===== config.mk =====
export PLATFORM = sky130hd
export DESIGN_NAME = lamp_command_and_blink_controller
export DESIGN_NICKNAME = d
export VERILOG_FILES = /design/src/rtl/lcb_pkg.sv /design/src/rtl/lcb_csr.sv /design/src/rtl/lcb_engine.sv /design/src/rtl/lamp_command_and_blink_controller.sv
export SDC_FILE = /design/constraint.sdc
export NUM_CORES = 1
export LEC_CHECK = 0
export ABC_CLOCK_PERIOD_IN_PS = 3300
export BUFFER_PORTS_ARGS = -buffer_cell sky130_fd_sc_hd__buf_2
export CELL_PAD_IN_SITES_DETAIL_PLACEMENT = 0
export CELL_PAD_IN_SITES_GLOBAL_PLACEMENT = 1
export CORE_ASPECT_RATIO = 0.6
export CORE_MARGIN = 2
export CORE_UTILIZATION = 39
export CTS_BUF_LIST = sky130_fd_sc_hd__clkbuf_2
export DETAILED_ROUTE_END_ITERATION = 8
export PLACE_DENSITY = 0.79
export SYNTH_ARGS = -nofsm -noshare
export SYNTH_HDL_FRONTEND = slang
export SYNTH_SLANG_ARGS = --single-unit

===== constraint.sdc =====
create_clock -name clock -period 3.3 [get_ports clock]
set_input_delay 0.495 -clock clock [delete_from_list [all_inputs] [get_ports clock]]
set_output_delay 0.495 -clock clock [all_outputs]
set_load 0.01 [all_outputs]

===== src/rtl/lcb_pkg.sv =====
// ============================================================================
// lcb_pkg
// Types and constants shared by the lamp command and blink controller.
// ============================================================================
`default_nettype none

package lcb_pkg;

   // input item kinds, carried on req_tuser
   localparam logic KIND_COMMAND = 1'b0;
   localparam logic KIND_TICK    = 1'b1;

   // command codes, bits 6..4 of a command byte
   localparam logic [2:0] CMD_GET = 3'd1;
   localparam logic [2:0] CMD_SET = 3'd2;

   // color codes
   localparam logic [2:0] SHADE_DARK  = 3'd0;
   localparam logic [2:0] SHADE_RED   = 3'd1;
   localparam logic [2:0] SHADE_GREEN = 3'd2;

   // reply bytes
   localparam logic [7:0] REPLY_ERROR    = 8'h00;
   localparam logic [7:0] REPLY_SET_OK   = 8'h01;
   localparam logic       REPLY_GET_MARK = 1'b1;

   // register file
   localparam int unsigned  CSR_ADDR_W     = 3;
   localparam logic         REG_TICK_LIMIT = 1'b0;
   localparam logic [14:0]  TICK_LIMIT_RST = 15'd20000;

   typedef struct packed {
      logic       reply_valid;
      logic [7:0] reply_byte;
      logic [7:0] reply_check;
      logic       red_on;
      logic       green_on;
   } result_type;

endpackage

`default_nettype wire


===== src/rtl/lcb_csr.sv =====
// ============================================================================
// lcb_csr
// APB-style register file holding the blink tick limit.
// ============================================================================
`default_nettype none

module lcb_csr (
   input  wire logic                              clock,
   input  wire logic                              reset,
   input  wire logic                              psel,
   input  wire logic                              penable,
   input  wire logic                              pwrite,
   input  wire logic [lcb_pkg::CSR_ADDR_W-1:0]    paddr,
   input  wire logic [31:0]                       pwdata,
   output      logic [31:0]                       prdata,
   output      logic                              pready,
   output      logic [14:0]                       tick_limit
);

   logic [14:0] tick_limit_ff;
   logic [14:0] tick_limit_in;
   logic        reg_index;
   logic        wr_en;

   // word index: one register at byte address 0
   assign reg_index = paddr[lcb_pkg::CSR_ADDR_W-1];
   assign wr_en     = psel && penable && pwrite && (reg_index == lcb_pkg::REG_TICK_LIMIT);
   assign pready    = 1'b1;

   always_comb begin
      tick_limit_in = tick_limit_ff;
      if (wr_en) begin
         tick_limit_in = pwdata[14:0];
      end
   end

   always_ff @(posedge clock) begin
      if (reset) begin
         tick_limit_ff <= lcb_pkg::TICK_LIMIT_RST;
      end else begin
         tick_limit_ff <= tick_limit_in;
      end
   end

   always_comb begin
      prdata = 32'd0;
      if (reg_index == lcb_pkg::REG_TICK_LIMIT) begin
         prdata = {17'd0, tick_limit_ff};
      end
   end

   assign tick_limit = tick_limit_ff;

endmodule

`default_nettype wire


===== src/rtl/lcb_engine.sv =====
// ============================================================================
// lcb_engine
// Controller state and single-pass command / tick evaluation.
// ============================================================================
`default_nettype none

module lcb_engine (
   input  wire logic               clock,
   input  wire logic               reset,
   input  wire logic               advance,
   input  wire logic               kind,
   input  wire logic [7:0]         command_byte,
   input  wire logic [14:0]        tick_limit,
   output      lcb_pkg::result_type result
);

   logic [2:0]  color_ff,  color_in;
   logic        blink_ff,  blink_in;
   logic        phase_ff,  phase_in;
   logic [15:0] count_ff,  count_in;
   logic        red_ff,    red_in;
   logic        green_ff,  green_in;

   logic        parity_ok;
   logic [2:0]  cmd;
   logic [15:0] count_inc;
   logic [2:0]  show_color;
   logic [7:0]  reply;

   assign parity_ok = (command_byte[7] == (^command_byte[6:0]));
   assign cmd       = command_byte[6:4];
   assign count_inc = count_ff + 16'd1;

   always_comb begin
      color_in   = color_ff;
      blink_in   = blink_ff;
      phase_in   = phase_ff;
      count_in   = count_ff;
      red_in     = red_ff;
      green_in   = green_ff;
      reply      = lcb_pkg::REPLY_ERROR;
      show_color = lcb_pkg::SHADE_DARK;
      if (kind == lcb_pkg::KIND_COMMAND) begin
         if (parity_ok && (cmd == lcb_pkg::CMD_GET)) begin
            reply = {lcb_pkg::REPLY_GET_MARK, 2'b00, blink_ff, 1'b0, color_ff};
         end else if (parity_ok && (cmd == lcb_pkg::CMD_SET)) begin
            color_in = command_byte[2:0];
            blink_in = command_byte[3];
            reply    = lcb_pkg::REPLY_SET_OK;
         end
      end else begin
         count_in = count_inc;
         if (count_inc > {1'b0, tick_limit}) begin
            count_in = 16'd0;
            phase_in = ~phase_ff;
            // dark during the off phase of a blink
            show_color = (blink_ff && !phase_in) ? lcb_pkg::SHADE_DARK : color_ff;
            red_in     = (show_color == lcb_pkg::SHADE_RED);
            green_in   = (show_color == lcb_pkg::SHADE_GREEN);
         end
      end
   end

   always_ff @(posedge clock) begin
      if (reset) begin
         color_ff <= lcb_pkg::SHADE_DARK;
         blink_ff <= 1'b0;
         phase_ff <= 1'b0;
         count_ff <= 16'd0;
         red_ff   <= 1'b0;
         green_ff <= 1'b0;
      end else if (advance) begin
         color_ff <= color_in;
         blink_ff <= blink_in;
         phase_ff <= phase_in;
         count_ff <= count_in;
         red_ff   <= red_in;
         green_ff <= green_in;
      end
   end

   always_comb begin
      result.reply_valid = (kind == lcb_pkg::KIND_COMMAND);
      result.reply_byte  = reply;
      result.reply_check = (kind == lcb_pkg::KIND_COMMAND) ? ~reply : 8'h00;
      result.red_on      = red_in;
      result.green_on    = green_in;
   end

endmodule

`default_nettype wire


===== src/rtl/lamp_command_and_blink_controller.sv =====
// ============================================================================
// lamp_command_and_blink_controller
// Red/green lamp controller driven by bus command bytes and timer ticks.
// ============================================================================
// Usage:
//   req_*  : input stream. req_tuser is the kind (0 command byte, 1 timer
//            tick), req_tdata the command byte (parity, command, data).
//   rsp_*  : one result per input transfer, in order. rsp_tuser flags a bus
//            reply; rsp_tdata carries reply byte, its inverse and both lamps.
//   csr_*  : APB-style port, tick_limit at byte address 0. Write it only
//            while no transfer is in flight.
// Path: each input transfer is held in the input register, then its result
//   in the result register, which drives rsp_tvalid. Rate: one transfer per
//   cycle while rsp_tready stays high, as the state update between the two
//   registers is combinational.
// Stall: when the receiver holds rsp_tready low the result register keeps
//   its item and the input register holds the next one; req_tready drops
//   only once both are full, so nothing is lost or repeated.
// Reset: synchronous, active high. Lamps off, no color, blink off, phase
//   and tick counter cleared, tick_limit back to 20000, both stages empty.
// ============================================================================
`default_nettype none

module lamp_command_and_blink_controller (
   input  wire logic        clock,
   input  wire logic        reset,
   // input stream
   input  wire logic        req_tvalid,
   output      logic        req_tready,
   input  wire logic [7:0]  req_tdata,   // [7:0] command_byte
   input  wire logic        req_tuser,   // [0] kind
   // result stream
   output      logic        rsp_tvalid,
   input  wire logic        rsp_tready,
   output      logic [23:0] rsp_tdata,   // [7:0] reply_byte, [15:8] reply_check,
                                         // [16] red_on, [17] green_on, rest zero
   output      logic        rsp_tuser,   // [0] reply_valid
   // configuration
   input  wire logic                            csr_psel,
   input  wire logic                            csr_penable,
   input  wire logic                            csr_pwrite,
   input  wire logic [lcb_pkg::CSR_ADDR_W-1:0]  csr_paddr,
   input  wire logic [31:0]                     csr_pwdata,
   output      logic [31:0]                     csr_prdata,
   output      logic                            csr_pready
);

   // input stage
   logic       in_valid_ff, in_valid_in;
   logic [7:0] in_byte_ff;
   logic       in_kind_ff;

   // result stage
   logic                out_valid_ff, out_valid_in;
   lcb_pkg::result_type out_ff;

   lcb_pkg::result_type result;
   logic [14:0]         tick_limit;
   logic                advance;
   logic                take_in;

   // the input item moves on when the result register is free or draining
   assign advance    = in_valid_ff && (!out_valid_ff || rsp_tready);
   assign req_tready = !in_valid_ff || advance;
   assign take_in    = req_tvalid && req_tready;

   lcb_csr u_csr (
      .clock      (clock),
      .reset      (reset),
      .psel       (csr_psel),
      .penable    (csr_penable),
      .pwrite     (csr_pwrite),
      .paddr      (csr_paddr),
      .pwdata     (csr_pwdata),
      .prdata     (csr_prdata),
      .pready     (csr_pready),
      .tick_limit (tick_limit)
   );

   lcb_engine u_engine (
      .clock        (clock),
      .reset        (reset),
      .advance      (advance),
      .kind         (in_kind_ff),
      .command_byte (in_byte_ff),
      .tick_limit   (tick_limit),
      .result       (result)
   );

   always_comb begin
      in_valid_in = in_valid_ff;
      if (take_in) begin
         in_valid_in = 1'b1;
      end else if (advance) begin
         in_valid_in = 1'b0;
      end
   end

   always_comb begin
      out_valid_in = out_valid_ff;
      if (advance) begin
         out_valid_in = 1'b1;
      end else if (rsp_tready) begin
         out_valid_in = 1'b0;
      end
   end

   always_ff @(posedge clock) begin
      if (reset) begin
         in_valid_ff  <= 1'b0;
         out_valid_ff <= 1'b0;
      end else begin
         in_valid_ff  <= in_valid_in;
         out_valid_ff <= out_valid_in;
      end
   end

   // payload registers, no reset
   always_ff @(posedge clock) begin
      if (take_in) begin
         in_byte_ff <= req_tdata;
         in_kind_ff <= req_tuser;
      end
      if (advance) begin
         out_ff <= result;
      end
   end

   assign rsp_tvalid = out_valid_ff;
   assign rsp_tuser  = out_ff.reply_valid;
   assign rsp_tdata  = {6'd0, out_ff.green_on, out_ff.red_on,
                        out_ff.reply_check, out_ff.reply_byte};

   // ------------------------------------------------------------------------
   // assertions
   // ------------------------------------------------------------------------

   // input side stalls only when both stages hold an item and output stalls
   a_stall_cause: assert property (@(posedge clock) disable iff (reset)
      !req_tready |-> (in_valid_ff && out_valid_ff && !rsp_tready))
      else $error("req_tready low without a full, stalled pipeline");

   // a bus reply always carries its inverse
   a_reply_check: assert property (@(posedge clock) disable iff (reset)
      (rsp_tvalid && rsp_tuser) |-> (rsp_tdata[15:8] == ~rsp_tdata[7:0]))
      else $error("reply check byte is not the inverse of the reply");

   // tick results carry no reply bytes
   a_tick_quiet: assert property (@(posedge clock) disable iff (reset)
      (rsp_tvalid && !rsp_tuser) |-> (rsp_tdata[15:0] == 16'd0))
      else $error("tick result carries reply bytes");

   // both lamps never lit at once
   a_one_lamp: assert property (@(posedge clock) disable iff (reset)
      rsp_tvalid |-> !(rsp_tdata[16] && rsp_tdata[17]))
      else $error("red and green lamps lit together");

endmodule

`default_nettype wire


---- After elaboration in Yosys (flattened, before gate mapping) ----
Cells that the tools add are included.
word-level totals
  register bits ........................... 68
  latch bits .............................. 0
  bits in writable memories ............... 0
  ROM bits ................................ 0
  input bits .............................. 51
  output and inout bits ................... 60
  word-level logic and storage cells ...... 60
  memories ................................ 0
cells by class
  $add $sub $neg .......................... 1
  multiply operators ...................... 0
  divide/modulo/power cells ............... 0
  $lt $le $gt $ge ......................... 1
  eq/ne operators ......................... 5
  shifts and indexed selects .............. 0
  multiplexer cells ....................... 14
  bitwise logic cells ..................... 5
  reduce and logical (&&, ||, !) cells .... 18
operators with widths
  cell                     count
  $add A16 B1 Y16 const B  1
  $gt A16 B15 Y1           1
  $mux W16                 1
  $mux W8                  2
  $mux W15                 1
  $mux W1                  9
  $logic_and A1 B1 Y1      8
  $not A8 Y8               1
  $reduce_xor A7 Y1        1
  $eq A3 B1 Y1 const B     2
  $eq A3 B2 Y1 const B     2
  $not A1 Y1               4
  $reduce_and A4 Y1        1
  $reduce_bool A2 Y1       2
  $mux W3                  1
  $reduce_and A3 Y1        1
  $logic_not A1 Y1         2
  $logic_or A1 B1 Y1       2
  $reduce_and A2 Y1        1
  $eq A1 B1 Y1             1

---- Longest topological paths before layout ----
  depth after elaboration ................. 7
  gate-level depth with buffers ........... 14

---- Cells and area by module ----
Synthesis repeated with hierarchy kept, for this count alone.
unflattened totals
  cells, all modules ...................... 358
  area total of the unflattened synthesis .. 3698.5 um2
modules (own cells, without submodules)
  module                             times used  cells an instance  area an instance (um2)  seq. area each (um2)
  lcb_engine                         1           211                1786.7                  460.4
  lamp_command_and_blink_controller  1           45                 993.5                   880.8
  lcb_csr                            1           102                918.4                   300.3

---- Worst setup path before layout ----
No wires, ideal clock.
  path kind ............................... register -> register
  start point ............................. register u_engine.count_ff[2]
  end point ............................... register out_ff (netlist bit rsp_tdata[16]), data pin
  data arrival time ....................... 2.766 ns
  required time ........................... 3.040 ns
  slack ................................... 0.274 ns
  stages on the path, launching flop included .. 14
  buffers on the path ..................... 1
  period minus slack after synthesis ...... 3.026 ns
  path through ............................ dfxtp_1 > buf_2 > and3_1 > and2_1 > and3_1 > nand3_1 > xnor2_1 > ha_1 > nand3_2 > nor3_1 > a2111oi_4 > a21oi_4 > o21ai_1 > mux2_2
RTL lines
  element                 RTL line                                  text
  from (decl)             lcb_engine.sv:20                          logic [15:0] count_ff, count_in;
  from (signal assigned)  lcb_engine.sv:76                          count_ff <= count_in;
  to (signal assigned)    lamp_command_and_blink_controller.sv:125  out_ff <= result;
  to (decl)               lamp_command_and_blink_controller.sv:55   lcb_pkg::result_type out_ff;

==> impl_metrics.csv <==
group,metric,value,unit
placed_design,dp.final_hpwl,5835,um
synth,synth_seq_cells,63,
critical_path,critical_path.max_fanout,5,
route,wl,7701,um
placed_design,routabilityCongestion,0.8256,
clock_tree,cts-root-buf,"clkbuf_2",
worst_hold_path,hold_class,"primary input to flip-flop",
synth,synth.avg_cell_area,9.213,um^2
synth,yosysUniqueCellTypes,48,
route,vias_per_cell,4.775,
floorplan,start_util,40.27,%
clock_tree,numCtsBuffers,9,
critical_path,path_cells,"nand4_1 > buf_4 > nor2_2 > nand3_1 > xnor2_2 > ha_1 > a21oi_1 > nor3_2 > a2111oi_4 > a21oi_4 > o21ai_1 > mux2_2",
global_route,grt_max_degree,34,
floorplan,dieWidth,125.4,um
placed_design,numPortBuffers,64,
sta,finalHoldViolCount,0,
layout,finalNetCount,513,
sta,fin_skew,0.01895,ns
synth,ys_warn_count,0,
layout,drive_gt1_share,26.06,%
clock_tree,clockBufferDepth,2,
clock_tree,cts_hold_buf,0,
critical_path,cp_top_family,"compound AO/OA/AOI/OAI gates",
sta,setup_viol,0,
floorplan,ios,111,
route,drt_iter0_drc,138,
synth,synthFlopType,"dfxtp_1",
placed_design,post-place-cells,544,
power,p_per_area,384.8,nW/um^2
global_route,antenna_found_initial,0,
floorplan,dieArea,9628,um^2
floorplan,fp.dieH,76.81,um
critical_path,crit_slowest_cell,"dfxtp_4",
route,ant_nets,0,
global_route,grt_pass1_wl,12400,um
critical_path,critPathCaptureType,"flip-flop",
route,drt_first_pass_iters,4,
synth,ys_seq_area_share,43.28,%
sta,tns,0,ns
clock_tree,cts.clk_slew.worst_paths,0.19,ns
clock_tree,cts_max_level,3,
power,p_leak,1.717,nW
route,routedWlPerCell,13.73,um
placed_design,place_area,3809,um^2
floorplan,core_region_area,8556,um^2
layout,fin_util,46.68,%
run,cap_violations,0,
placed_design,pre_cts_slack,0.1027,ns
sta,finalCritPeriodShare,97.15,%
global_route,grt_pass1_vias,2418,
sta,max_freq,0.3119,GHz
critical_path,cp.buffers_inverters,1,
route,drc,0,
layout,antennaDiodeCount,0,
clock_tree,cts_tree,"built",
synth,synth_area,3446,um^2
clock_tree,clk_latency,0.47,ns
clock_tree,cts.sinks,63,
layout,design_area,3994,um^2
layout,area_delta_synth_final,15.90,%
synth,netlist_instances,374,
critical_path,cp_slowest_stage_delay,0.41,ns
route,vias,2679,
sta,fin_crit,3.206,ns
floorplan,rows,26,
synth,synthArstFlopShare,0,%
layout,final_cells,561,
critical_path,crit_required,3.53,ns
critical_path,startpoint_type,"flip-flop",
critical_path,critPathKind,"flip-flop to flip-flop",
global_route,gr-usage-all-layers,16.35,%
global_route,overflow,0,
critical_path,arrival,3.43,ns
sta,drv_slew,0,
synth,synth-edff-count,23,
sta,slew_headroom,50.81,%
sta,tightest_slew,0.7373,ns
sta,layout_setup_ws,0.09407,ns
power,ir_worst_vdd,0.1651,mV
outcome,status,"completed",
## flip-flops by register name, summed over array words and instances, names as in the netlist
register           count
in_valid_ff            1
u_engine.green_ff      1
u_engine.color_ff      3
u_engine.count_ff     16
in_byte_ff             8
in_kind_ff             1
rsp_tuser              1
rsp_tdata             13
u_engine.red_ff        1
u_engine.phase_ff      1
u_csr.tick_limit      15
u_engine.blink_ff      1
rsp_tvalid             1
## cell usage after synthesis (6+ instances only)
master,number,area [um^2]
a21o_1,7,52.55
xnor2_1,17,148.9
nand2_1,39,146.4
buf_4,30,225.2
a22o_1,6,52.55
inv_1,19,71.32
nand3_1,15,75.07
nor2_1,46,172.7
clkbuf_1,8,30.03
and2_1,9,56.30
nand4_1,6,37.54
ha_1,18,225.2
a21oi_1,30,150.1
edfxtp_1,23,690.7
dfxtp_1,40,800.8
## worst paths after layout
path / start / end / slack [ns] / cells after the start
worst max-delay path: u_engine.count_ff[4] / rsp_tdata[16] / 0.09 / 12
worst min-delay path: req_tdata[0] / in_byte_ff[0] / 0.19 / 1
worst max register to register: u_engine.count_ff[4] / rsp_tdata[16] / 0.09 / 12
worst min register to register: u_csr.tick_limit[2] / u_csr.tick_limit[2] / 0.47 / 2
## per-stage QoR
step           hold WS, ns  total power, mW
2_1_floorplan       0.4329           0.9803
6_report            0.1907            1.537
3_3_place_gp        0.4425            1.008
3_5_place_dp        0.4467            1.012
4_1_cts             0.1407            1.558
5_1_grt            0.09587            1.615
## final cells by class
class | count | area (um^2)
fillers | 821 | 4562
multi-input cells | 275 | 1729
flip-flops and latches | 63 | 1508
repair buffers | 76 | 410.4
well taps | 112 | 140.1
clock inverters | 6 | 85.08
inverters | 19 | 71.32
clock buffers | 10 | 50.05
## cells in the final DEF (no fill, tap or decap), types with 9 or more instances in the layout
| cell | synthesis | final |
|---|---|---|
| conb_1 | 2 | 27 |
| inv_1 | 19 | 19 |
| buf_2 | 2 | 64 |
| clkbuf_2 | 1 | 10 |
| and2_1 | 9 | 9 |
| xnor2_1 | 17 | 15 |
| buf_4 | 30 | 12 |
| nand2_1 | 39 | 39 |
| nand3_1 | 15 | 15 |
| a21oi_1 | 30 | 30 |
| edfxtp_1 | 23 | 23 |
| dfxtp_1 | 40 | 31 |
| nor2_1 | 46 | 44 |
| ha_1 | 18 | 18 |
## power breakdown
part | switching [mW] | total (mW) | internal [mW]
sequential | 0.0120 | 0.840 | 0.828
clock | 0.291 | 0.543 | 0.252
combinational | 0.0959 | 0.154 | 0.0581
## cell families (layout without fill, tap and decap cells)
family	count (synthesis)	after routing	synth area share [%]
AND/OR/NAND/NOR	143	143	20.84
flip-flops	63	63	43.28
AO/OA/AOI/OAI	61	61	12.16
buffers and inverters	61	111	10.02
XOR/XNOR	19	19	4.829
adder cells (fa/ha/maj)	18	18	6.536
multiplexers	7	7	2.106
other	2	27	0.2179
## per-layer routing
| metal | up-vias | global-route usage, % | wire [um] |
|---|---|---|---|
| met5 | - | 0 | 0 |
| met2 | 75 | 21.03 | 3009 |
| met3 | 2 | 5.373 | 450 |
| met4 | 0 | 4.222 | 27 |
| li1 | 1376 | - | - |
| met1 | 1226 | 25.55 | 4213 |
## timing repair
item | in CTS | in global routing
endpoints found under the hold margin | 0 | 0
endpoints found under the setup margin | 0 | 19
resized for setup | 0 | 17
buffers inserted | 0 | 1
Note: power is estimated with default switching activity, not from simulation.
